$ cat src/design/morse_duration_decoder_core_assert.svh
// Assertion macros shared by the Morse decoder modules (clk / rst in scope).
`ifndef MORSE_DURATION_DECODER_CORE_ASSERT_SVH
`define MORSE_DURATION_DECODER_CORE_ASSERT_SVH

// Same-cycle implication, disabled during reset
`define MDD_ASSERT_IMP(lbl, ante, cons) \
  lbl: assert property (@(posedge clk) disable iff (rst) (ante) |-> (cons)) \
    else $error("mdd: same-cycle check failed");

// Next-cycle implication, disabled during reset
`define MDD_ASSERT_NXT(lbl, ante, cons) \
  lbl: assert property (@(posedge clk) disable iff (rst) (ante) |=> (cons)) \
    else $error("mdd: next-cycle check failed");

`endif

$ cat src/design/mdd_pkg.sv
// Shared types, constants and letter lookup for the Morse duration decoder.
`timescale 1ns / 1ps

package mdd_pkg;

  localparam int DUR_W   = 32;
  localparam int UNIT_W  = 16;
  localparam int CHAR_W  = 7;
  localparam int BITS_W  = 4;
  localparam int COUNT_W = 3;

  // Element count limits: four elements fit, five means too many
  localparam logic [COUNT_W-1:0] MAX_ELEMS  = 3'd4;
  localparam logic [COUNT_W-1:0] OVER_ELEMS = 3'd5;

  // Configuration register indexes
  localparam logic REG_MARK_UNIT = 1'b0;
  localparam logic REG_GAP_UNIT  = 1'b1;

  localparam logic [UNIT_W-1:0] MARK_UNIT_RST = 16'd100;
  localparam logic [UNIT_W-1:0] GAP_UNIT_RST  = 16'd130;

  localparam logic [CHAR_W-1:0] CHAR_SPACE   = 7'h20;
  localparam logic [CHAR_W-1:0] CHAR_UNKNOWN = 7'h2D;

  // Letter tables, first element most significant, dash = 1
  localparam logic [CHAR_W-1:0] LEN1_TAB [2]  = '{7'h45, 7'h54};
  localparam logic [CHAR_W-1:0] LEN2_TAB [4]  = '{7'h49, 7'h41, 7'h4E, 7'h4D};
  localparam logic [CHAR_W-1:0] LEN3_TAB [8]  = '{7'h53, 7'h55, 7'h52, 7'h57,
                                                 7'h44, 7'h4B, 7'h47, 7'h4F};
  localparam logic [CHAR_W-1:0] LEN4_TAB [16] = '{7'h48, 7'h56, 7'h46, 7'h2D,
                                                 7'h4C, 7'h2D, 7'h50, 7'h4A,
                                                 7'h42, 7'h58, 7'h43, 7'h59,
                                                 7'h5A, 7'h51, 7'h2D, 7'h2D};

  typedef struct packed {
    logic [DUR_W-1:0] duration;
    logic             end_of_message;
  } item_t;

  // Result set handed from the decoder to the result register
  typedef struct packed {
    logic              load;
    logic [CHAR_W-1:0] letter;
    logic              space;
  } res_set_t;

  function automatic logic [CHAR_W-1:0] lookup_letter(input logic [BITS_W-1:0]  bits,
                                                      input logic [COUNT_W-1:0] count);
    logic [CHAR_W-1:0] ch;
    case (count)
      3'd1:    ch = LEN1_TAB[bits[0]];
      3'd2:    ch = LEN2_TAB[bits[1:0]];
      3'd3:    ch = LEN3_TAB[bits[2:0]];
      3'd4:    ch = LEN4_TAB[bits];
      default: ch = CHAR_UNKNOWN;
    endcase
    return ch;
  endfunction

endpackage

$ cat src/design/mdd_decode.sv
// Interval classification, letter gathering and lookup, plus unit registers.
`timescale 1ns / 1ps

module mdd_decode import mdd_pkg::*; (
  input  logic              clk,
  input  logic              rst,
  input  logic              cfg_we,
  input  logic              cfg_index,
  input  logic [UNIT_W-1:0] cfg_data,
  input  logic              held,
  input  item_t             item,
  input  logic              free,
  output logic              take,
  output res_set_t          res
);

  logic [UNIT_W-1:0]  mark_unit;
  logic [UNIT_W-1:0]  gap_unit;
  logic               phase_is_gap;
  logic [BITS_W-1:0]  element_bits;
  logic [COUNT_W-1:0] element_count;

  logic               phase_is_gap_next;
  logic [BITS_W-1:0]  element_bits_next;
  logic [COUNT_W-1:0] element_count_next;

  logic [UNIT_W:0]    mark_twice;
  logic [UNIT_W:0]    gap_twice;
  logic [UNIT_W+2:0]  gap_seven;
  logic               dash;
  logic               letter_gap;
  logic               word_gap;
  logic               emit_letter;
  logic               emit_space;
  logic [BITS_W-1:0]  upd_bits;
  logic [COUNT_W-1:0] upd_count;

  // Write configuration registers
  always_ff @(posedge clk) begin
    if (rst) begin
      mark_unit <= MARK_UNIT_RST;
      gap_unit  <= GAP_UNIT_RST;
    end else if (cfg_we) begin
      case (cfg_index)
        REG_MARK_UNIT: mark_unit <= cfg_data;
        REG_GAP_UNIT:  gap_unit  <= cfg_data;
        default:       mark_unit <= mark_unit;
      endcase
    end
  end

  // Classify the interval against scaled units
  assign mark_twice = {mark_unit, 1'b0};
  assign gap_twice  = {gap_unit, 1'b0};
  assign gap_seven  = {gap_unit, 3'b000} - (UNIT_W+3)'(gap_unit);
  assign dash       = item.duration >= DUR_W'(mark_twice);
  assign letter_gap = item.duration >= DUR_W'(gap_twice);
  assign word_gap   = item.duration >= DUR_W'(gap_seven);

  // Gather the element on a mark
  always_comb begin
    upd_bits  = element_bits;
    upd_count = element_count;
    if (!phase_is_gap) begin
      if (element_count < MAX_ELEMS) begin
        upd_bits = {element_bits[BITS_W-2:0], dash};
      end
      if (element_count < OVER_ELEMS) begin
        upd_count = element_count + 3'd1;
      end
    end
  end

  assign emit_letter = item.end_of_message || (phase_is_gap && letter_gap);
  assign emit_space  = phase_is_gap && word_gap;
  assign take        = held && free;

  assign res.load   = take && emit_letter;
  assign res.letter = lookup_letter(upd_bits, upd_count);
  assign res.space  = emit_space;

  // Next letter state: clear on emit or end of message
  always_comb begin
    element_bits_next  = upd_bits;
    element_count_next = upd_count;
    if (emit_letter) begin
      element_bits_next  = '0;
      element_count_next = '0;
    end
    phase_is_gap_next = item.end_of_message ? 1'b0 : !phase_is_gap;
  end

  // Advance letter state on each taken interval
  always_ff @(posedge clk) begin
    if (rst) begin
      phase_is_gap  <= 1'b0;
      element_bits  <= '0;
      element_count <= '0;
    end else if (take) begin
      phase_is_gap  <= phase_is_gap_next;
      element_bits  <= element_bits_next;
      element_count <= element_count_next;
    end
  end

  `include "morse_duration_decoder_core_assert.svh"

  `MDD_ASSERT_IMP(a_count_range, 1'b1, element_count <= OVER_ELEMS)
  `MDD_ASSERT_NXT(a_eom_resets, take && item.end_of_message,
                  !phase_is_gap && element_count == '0 && element_bits == '0)
  `MDD_ASSERT_IMP(a_space_has_letter, take && res.space, res.load)

endmodule

$ cat config.mk
export PLATFORM = sky130hd
export DESIGN_NAME = mdd_decode
export DESIGN_NICKNAME = d
export VERILOG_FILES = /design/src/design/mdd_pkg.sv /design/src/design/mdd_decode.sv
export VERILOG_INCLUDE_DIRS = /design/src /design/src/design
export SDC_FILE = /design/constraint.sdc
export NUM_CORES = 1
export LEC_CHECK = 0
export BUFFER_PORTS_ARGS = -buffer_cell sky130_fd_sc_hd__clkbuf_2
export CAP_MARGIN = 20
export CORE_MARGIN = 5
export CORE_UTILIZATION = 30
export DETAILED_ROUTE_END_ITERATION = 10
export GPL_TIMING_DRIVEN = 0
export PLACE_DENSITY = 0.47
export SYNTH_ARGS = -nofsm -noshare
export SYNTH_HDL_FRONTEND = slang
export SYNTH_SLANG_ARGS = --single-unit
$ cat constraint.sdc
create_clock -name clk -period 4.15 [get_ports clk]
set_clock_uncertainty 0.05 [all_clocks]
set_input_delay 0.6225 -clock clk [delete_from_list [all_inputs] [get_ports clk]]
set_output_delay 0.6225 -clock clk [all_outputs]
set_load 0.03 [all_outputs]
# After elaboration in Yosys (flattened, before gate mapping)
# Memories as Yosys holds them, arrays and structs flattened.
# Cells that the tools add are included.
dict set report op_classes {
  addsub 2
  bitwise_logic 5
  n_eq_ne 4
  reduce_logical 8
  muxes 18
  n_lt_le_gt_ge 9
}
# operator n
set ops {}
lappend ops {{32-bit by 17-bit greater-or-equal comparator with 1-bit output} 2}
lappend ops {{7-bit 2-to-1 mux} 8}
lappend ops {{32-bit by 19-bit greater-or-equal comparator with 1-bit output} 1}
lappend ops {{7-bit one-hot mux with 4 select lines} 1}
lappend ops {{19-bit by 16-bit subtractor with 19-bit output} 1}
lappend ops {{7-bit binary-select mux with 2-bit select} 1}
lappend ops {{4-bit 2-to-1 mux} 3}
lappend ops {{3-bit 2-to-1 mux} 3}
lappend ops {{3-bit by 2-bit == test with 1-bit output, second input constant} 2}
lappend ops {{3-bit < comparator, second input constant} 2}
lappend ops {{5-bit greater-or-equal comparator, second input constant} 1}
lappend ops {{5-bit 2-to-1 mux} 1}
lappend ops {{4-bit inverter with 5-bit output} 1}
lappend ops {{4-bit greater-or-equal comparator, second input constant} 1}
lappend ops {{1-bit logical AND} 4}
lappend ops {{3-bit inverter with 4-bit output} 1}
lappend ops {{2-bit AND reduction} 2}
lappend ops {{3-bit by 1-bit adder with 3-bit output, second input constant} 1}
lappend ops {{3-bit by 1-bit == test with 1-bit output, second input constant} 1}
lappend ops {{3-bit == test, second input constant} 1}
lappend ops {{3-bit greater-or-equal comparator, second input constant} 1}
lappend ops {{2-bit inverter with 3-bit output} 1}
lappend ops {{2-bit greater-or-equal comparator, second input constant} 1}
lappend ops {{1-bit inverter with 2-bit output} 1}
lappend ops {{4 further kinds} 4}
dict set report totals {
  out_inout_bits 10
  memories 2
  inputBits 55
  reg_bits 40
  rom_bits 168
  word_cells 53
}
# name words width read_ports rd_clocked_by_memory_dff wr line
set memory_table {}
lappend memory_table {{(name not given)} 16 7 1 0 0 mdd_pkg.sv:55} ;# 3'd4: ch = LEN4_TAB[bits];
lappend memory_table {{(name not given)} 8 7 1 0 0 mdd_pkg.sv:54} ;# 3'd3: ch = LEN3_TAB[bits[2:0]];

# Logic depth before layout (Yosys ltp)
# Gate-level depths: netlist of the first run.
dict set report depth {
  depth_word 8
  mapped_depth 17
  ltp_nobuf 16
}

# Least setup slack after synthesis of the first run
# OpenSTA, ideal clock, no wires.
dict set report synth_path {
  kind {input-to-output}
  startpoint {input port item[14] in the netlist's numbering}
  endpoint {output port res[4] in the netlist's numbering}
  stages 12
  path_slack_ns 0.463
  arrival_time_ns 3.014
  path_buffers 0
  t_required_ns 3.477
  cell_sequence {ha_1 a21oi_1 nor2b_1 o21ai_0 a31oi_2 a311oi_4 inv_2 ha_1 mux2i_1 o22ai_1 a221oi_2 a311o_1}
}
# item line
set synth_lines {}
lappend synth_lines {{start, declared} mdd_decode.sv:11} ;# input item_t item,
lappend synth_lines {{end, declared} mdd_decode.sv:14} ;# output res_set_t res

# Worst setup path after layout of the first run
dict set report layout_path {
  startpoint {register gap_unit[3]}
  endpoint {output port res[0] in the netlist's numbering}
}
dict set report layout_between {
  elab_chain_len 3
}
# item line
set layout_lines {}
lappend layout_lines {{start, declared} mdd_decode.sv:18} ;# logic [UNIT_W-1:0] gap_unit;
lappend layout_lines {{start signal, assigned} mdd_decode.sv:46} ;# REG_GAP_UNIT: gap_unit <= cfg_data;
lappend layout_lines {{19-bit by 16-bit subtractor with 19-bit output} mdd_decode.sv:55} ;# assign gap_seven = {gap_unit, 3'b000} - (UNIT_W+3)'(gap_unit);
lappend layout_lines {{32-bit by 19-bit greater-or-equal comparator with 1-bit output} mdd_decode.sv:58} ;# assign word_gap = item.duration >= DUR_W'(gap_seven);
lappend layout_lines {{1-bit logical AND} mdd_decode.sv:75} ;# assign emit_space = phase_is_gap && word_gap;
# No other way between the ends.

==> flow_results.org, run 1 <==
** Timing
- For this run, the top clock speed supported by timing is 242.5 MHz.
- The final critical path takes up 99.38% of the cycle.
- Counting I/O delays and the setup requirement, the final critical path takes 4.124 ns.
- Rel. slew slack :: 43.23%
- Setup violators final :: 0
- The number of endpoints with negative hold slack in the final report was 0.
- The final number of max-transition violations is 0.
- Worst hold margin :: 0.4050 ns
- At the pin with the least slew margin, the transition time is 0.8279 ns.
- Setup repair after global routing could not meet its margin everywhere.

** Clock network
- CTS tree :: yes
- The clock drives 40 sinks.
- After clock tree synthesis, the clock-pin slew on the worst setup and hold paths is 0.06 ns.
- Later-pin clock latency in the skew report :: 0.29 ns
- Hold-fix buffers, CTS :: 0
- Master cell of the clock root buffer :: clkbuf_16
- The clock passes through at most 2 buffers.
- TritonCTS created 5 clock buffers.
- CTS H-tree depth :: 2

** Floorplanning
- The floorplan has 42 rows.
- Pin placement for this block handled 65 I/O pins.
- Once the floorplan was initialized, standard cells occupied 30.40% of the core.
- Floorplan Core Area :: 0.01314 sq mm
- In this run the vertical extent of the chip is 125.4 um.
- The die is 125.4 um wide.
- The floorplan step defined a die boundary enclosing 0.01572 sq mm.

** Setup path
- Setup slack on the worst reg-to-reg path comes out at 1.92 ns.
- CP Class :: flop to output pin
- Highest cell delay on the worst timing path :: 0.49 ns
- Data required time of the critical path :: 3.48 ns
- Walking the worst path, the cells encountered are inv_2 -> ha_4 -> or4b_4 -> nand2_4 -> nand4_4 -> o22ai_4 -> o21a_2 -> buf_4 -> a311oi_2 -> ha_1 -> and3_1 -> nand3_1 -> o41ai_2 -> buf_8.
- The worst setup path is captured at an output pin.
- At the worst endpoint, the arrival time is 3.45 ns.
- STA classifies the critical path startpoint as a flop.
- Worst Path Max Fanout :: 3
- Crit-path slowest cell :: or4b_4

** Logic synthesis
- Net count after synthesis :: 648
- Count of distinct cell types in the synthesized netlist :: 73
- Among all flip-flop cells after synthesis, the most frequent one is dfxtp_1.
- Counting flops and latches in the post-synthesis netlist gives 40.
- Post-synthesis instance total :: 519
- After synthesis the cells add up to 0.003994 sq mm.
- Count of flip-flops with a built-in enable after synthesis :: 0
- Of all cell types, the one taking the most synthesized area is ha_1.
- Of all flip-flops after synthesis, the portion carrying an async set or reset was 0%.
- A synthesized cell averages 7.695 sq um.
- Leading cell types by total area after synthesis :: ha_1 (23%), dfxtp_1 (20%), nand2_1 (9.0%)
- In this run the biggest area consumer among cell types represents 23.18% of the synthesized area.
- Yosys printed 0 warnings.
- Fraction of the yosys area taken by sequential cells :: 20.05%

** GRT
- The number of global-route vias before repair was 3660.
- Overflow left after global routing :: 0
- The first global-routing pass estimated 18080 um of wire.
- The initial antenna violation count came to 0.
- Global routing used 14.07% of the available tracks.
- Largest net degree at the start of global routing :: 14

** Finish
- Net count of the finished layout :: 725
- Filler Cell Count :: 1397
- Register area :: 813.3 sq um
- The multi-input combinational cells in the finished layout cover a total of 0.003104 sq mm.
- Fraction of final layout cells sized beyond drive strength 1 :: 21.78%
- Most common library cell in the layout ignoring fill and taps :: nand2_1
- Final non-filler cell area :: 0.004925 sq mm
- The library cells used most frequently in the layout, excluding fill and tap cells, are nand2_1 (96), ha_1 (70), clkbuf_2 (60).
- Relative to the synthesized area, the layout overhead comes to 23.31%.
- The repair_antennas step left the layout with diodes totalling 0.

** Power
- Worst supply voltage drop on vdd :: 0.0002248 V
- Dividing total power by cell area gives a power density of 278.9 mW/mm^2.
- Power comes to 0.001373 W.
- The analysis attributes to cell leakage a power of 2.201 nW.

** Placed design
- Cell Area, Placed :: 0.004529 sq mm
- Final Wtd Congestion :: 0.8323
- Number of buffers added on ports :: 63
- Detail Placement HPWL :: 9141 um

** Detailed routing
- For this block, the initial DRC count from the detailed router was 185.
- Number of remaining DRC errors :: 0
- Antenna viol nets, final :: 0
- Detailed-route wire length per cell :: 14.36 um
- Detailed routing inserted a total of 3812 vias.
- Wire length after detailed routing :: 11100 um
- Number of iterations in the first detailed-routing pass :: 4
- Using the TritonRoute via totals, the vias-per-cell ratio works out to 4.931.

** Hold path
- Worst hold path class :: flop to flop

** Status
- Outcome :: finished, final reports clean

** Job
- Max-cap violations in this run came to 0.
-- routing by layer --
metal  track usage (%)  routed length [um]
met2             23.79                5355
met4             3.508                 109
met5                 0                   0
met1             18.61                5329
met3             2.473                 303
-- timing repair --
action	CTS	global route
resized for setup	19	23
endpoints found under the setup margin	2	5
buffers inserted	4	4
pin swaps	9	19
-- sequential cells by signal (all words and copies together), names as in the netlist --
register and flops:
phase_is_gap 1, element_bits 4, element_count 3, mark_unit 16, gap_unit 16
-- cell usage after synthesis, drive strengths merged (9+ instances only) --
| library cell | count |
|---|---|
| nor2 | 25 |
| nor2b | 9 |
| inv | 42 |
| nor3 | 9 |
| a21o | 9 |
| o21ai | 29 |
| clkbuf | 10 |
| nand3 | 10 |
| dfxtp | 40 |
| a21oi | 60 |
| ha | 74 |
| nand2 | 97 |
-- kinds of logic after synthesis --
group	after synthesis	share of synthesized area, %
flip-flops	40	20.05
XOR/XNOR	15	3.290
AO/OA/AOI/OAI	144	23.53
buffers and inverters	57	5.890
AND/OR/NAND/NOR	181	21.80
adder cells (fa/ha/maj)	74	23.18
multiplexers	8	2.255
-- final timing paths --
check / startpoint / to / cells after the start
min reg2reg: mark_unit[14] / mark_unit[14] / 2
min: mark_unit[14] / mark_unit[14] / 2
max reg2reg: gap_unit[1] / element_bits[1] / 9
max: gap_unit[3] / res[0] / 14
-- metrics by stage --
| step | TNS, ns | setup WS [ns] | instances | util [%] |
|---|---|---|---|---|
| floorplan | 0 | 0.4631 | 519 | - |
| global placement | -0.2241 | -0.1241 | 758 | 34.48 |
| detailed placement | -0.2219 | -0.1213 | 758 | 34.48 |
| CTS | -0.08111 | -0.08111 | 770 | 36.68 |
| global route | -0.09846 | -0.09783 | 773 | 37.49 |
| finish | 0 | 0.02572 | 773 | 37.49 |
-- report_power, final --
part,internal [W],total [W],leakage [nW],switching [W]
clock network,0.000283,0.000449,0.0798,0.000166
logic,0.000230,0.000507,1.79,0.000277
registers,0.000401,0.000417,0.329,0.0000161
-- area by class of cell --
cell class	count	share of cell area [%]
Multi-Input combinational cell	422	63.03
Sequential cell	40	16.51
Timing Repair Buffer	71	7.952
Tap cell	176	4.472
Inverter	42	3.201
Clock buffer	5	2.541
Buffer	14	1.423
Clock inverter	3	0.8638
-- worst max-delay path: cells and delay by family (launching register included) --
family / cells / cell delay (ns)
DFF: 1 / 0.35
and+or+nand+nor: 5 / 0.98
buffers and inverters: 3 / 0.36
AOI/OAI and AO/OA: 4 / 0.89
adders and majority gates: 2 / 0.59
Note: power is estimated with default switching activity, not from simulation.
==> inputs of run 2 (changes only) <==
--- a/config.mk
+++ b/config.mk
@@ -13,6 +13,7 @@
 export DETAILED_ROUTE_END_ITERATION = 10
 export GPL_TIMING_DRIVEN = 0
 export PLACE_DENSITY = 0.47
+export RECOVER_POWER = 50
 export SYNTH_ARGS = -nofsm -noshare
 export SYNTH_HDL_FRONTEND = slang
 export SYNTH_SLANG_ARGS = --single-unit
==> run 2 against run 1 <==
Against the previous run: die area did not move; sequential share of layout area barely moved; maximum frequency did not move; non-clock buffer count did not move; combinational power barely moved; routed wire length barely moved; sequential power barely moved; via count did not move; cell count did not move; design area barely moved; critical path depth did not move; utilization barely moved; largest power group unchanged.
==> flow_results.org, run 2 (synthesized netlist as in run 1, its figures left out) <==
** Detailed routing
- Number of iterations in the first detailed-routing pass :: 4
- After the first detailed-routing iteration, the DRC count stood at 185.
- Wire length after detailed routing :: 11100 um
- Detailed-route wire length per cell :: 14.36 um
- Vias per inst :: 4.931
- Number of remaining DRC errors :: 0
- In this run the remaining antenna-violating nets after routing total 0.
- Via Count :: 3812

** Hold path
- Number of cells on the worst hold path :: 2
- The path class of the tightest hold or removal check is flop to flop.
- Worst Min Path Start :: mark_unit[14]
- Hold endpoint :: mark_unit[14]

** GRT
- Across every metal layer, demand over resource in global routing totals 14.07%.
- GR met1 Demand/Resource :: 18.61%
- Met3 layer usage reported by global route :: 2.473%
- The first global-routing pass estimated 18080 um of wire.
- Met2 Use GR :: 23.79%
- In this run the most used layer during global routing was met2.
- The number of global-route vias before repair came to 3660.
- After global routing the overflow that remains totals 0.
- Entering global routing, the biggest net connects 14 pins.
- Initial antenna violation count :: 0

** Setup path
- Worst Path Max Fanout :: 3
- For the worst setup path, the data arrival time is 3.45 ns.
- Worst flop-to-flop path startpoint :: gap_unit[1]
- The worst setup path is launched from a flop.
- Crit-path slowest cell :: or4b_4
- R2r endpoint :: element_bits[1]
- Setup slack on the worst reg-to-reg path comes out at 1.92 ns.
- Worst Reg2Reg Path Length in Cells :: 9
- STA puts the critical path data required time at 3.48 ns.
- The critical path goes through inv_2 -> ha_4 -> or4b_4 -> nand2_4 -> nand4_4 -> o22ai_4 -> o21a_2 -> buf_4 -> a311oi_2 -> ha_1 -> and3_1 -> nand3_1 -> o41ai_2 -> buf_8.
- Highest cell delay on the worst timing path :: 0.49 ns
- STA classifies the critical path endpoint as an output pin.
- CP Class :: flop to output pin

** Timing
- The number of endpoints with negative hold slack in the final report was 0.
- Setup violations remaining at the end of the flow were counted as 0.
- Fin worst setup slack :: 0.02572 ns
- Rel. slew slack :: 43.23%
- Setup repair after global routing could not meet its margin everywhere.
- Worst hold margin :: 0.4050 ns
- In the final timing run, aggregate negative setup slack is 0 ns.
- Fmax :: 242.5 MHz
- The final number of max-transition violations is 0.
- Transition time of the tightest slew-check pin :: 0.8279 ns
- Final critical-path required period :: 4.124 ns
- Share of the clock period used by the worst path :: 99.38%

** Finish
- Cells with a size suffix above 1 make up 21.61% of the layout.
- Relative area change from synthesis to final layout :: 23.28%
- Final Non-Filler Cells :: 773
- The library cell used most frequently in the layout, excluding fill and tap cells, is nand2_1.
- Summing all non-filler instances in the final layout gives an area of 0.004923 sq mm.
- In the final design database the tool counted 725 nets.
- Commonest non-fill, non-tap cells in the layout :: nand2_1 (96), ha_1 (70), clkbuf_2 (59)
- The largest registers in the layout are gap_unit (16), mark_unit (16), element_bits (4).
- Diodes inserted :: 0

** Clock network
- Maximum buffer depth of the clock tree :: 2
- CTS H-tree depth :: 2
- The tree is rooted in a clkbuf_16.
- The clock net in this run drives a total of 40 sinks.
- CTS tree :: yes
- Later-pin clock latency in the skew report :: 0.29 ns
- Hold-fix buffers, CTS :: 0
- In this run, CTS created clock tree buffers numbering 5.
- Clk slew on worst S/H paths :: 0.06 ns

** Power
- LEAKAGE :: 2.198 nW
- For this design the ratio of total power to cell area is 278.9 mW/mm^2.
- VDD sags by at most 0.0002248 V.

** Floorplanning
- The die covers 0.01572 sq mm.
- For this design the top-level I/O count stands at 65.
- The floorplan step set the die height to 125.4 um.
- From left edge to right edge, the die measures 125.4 um.
- Initial core utilization :: 30.40%
- After floorplanning, the core was divided into 42 placement rows.
- Floorplan Core Area :: 0.01314 sq mm

** Placed design
- Final Wtd Congestion :: 0.8323
- At the placement stage, the worst setup path has a slack of -0.1213 ns.
- Detail Placement HPWL :: 9141 um
- Cell Area, Placed :: 0.004529 sq mm
- After detailed placement, the design holds a cell count of 758.
- Number of buffers added on ports :: 63

** Job
- Reported max-cap violation count :: 0

** Status
- Outcome :: finished, final reports clean
## run 2: cell counts in the layout (fill, tap and decap cells not counted)
Identical to the previous run, type by type.
## run 2: worst max path at each step
stage	slack, ns	end	cells after the start	startpoint
after floorplan	0.46	res[4]	12	item[14]
after global placement	-0.12	res[0]	15	gap_unit[3]
after detailed placement	-0.12	res[0]	15	gap_unit[3]
after CTS	-0.08	res[0]	18	gap_unit[3]
after global routing	-0.1	res[0]	17	gap_unit[3]
final	0.03	res[0]	14	gap_unit[3]
## run 2: where the power goes
part	switching [W]	leakage (nW)	internal [W]
logic	0.000277	1.79	0.000230
registers	0.0000161	0.329	0.000401
clock network	0.000166	0.0798	0.000283
total	0.000459	2.20	0.000914
## run 2: layout make-up
cell class | count | area, sq um
Buffer | 14 | 70.07
Clock buffer | 5 | 125.1
Clock inverter | 3 | 42.54
Fill cell | 1397 | 8214
Inverter | 42 | 157.7
Multi-Input combinational cell | 422 | 3104
Sequential cell | 40 | 813.3
Tap cell | 176 | 220.2
Timing Repair Buffer | 71 | 390.4
## run 2: layer usage
metal	vias to the layer above	wire, um
met4	0	109
met2	68	5355
met3	11	303
met5	-	0
li1	2000	-
met1	1733	5330
## run 2: what timing repair did
| action | CTS | global route |
|---|---|---|
| buffers inserted | 4 | 4 |
| pin swaps | 9 | 19 |
| resized for setup | 19 | 23 |
| setup endpoints to repair | 2 | 5 |
## run 2: worst max-delay path: cells and delay by family, from the launching register on
family	cells	cell delay [ns]
adder cells (fa/ha/maj)	2	0.59
flip-flops	1	0.35
AO/OA/AOI/OAI	4	0.89
AND/OR/NAND/NOR	5	0.98
buffers and inverters	3	0.36
## run 2: per-stage QoR
stage / utilization (%) / power (W)
finish: 37.48 / 0.001373
global route: 37.48 / 0.001475
CTS: 36.68 / 0.001361
detailed placement: 34.48 / 0.0008795
global placement: 34.48 / 0.0008718
floorplan: - / 0.0007495
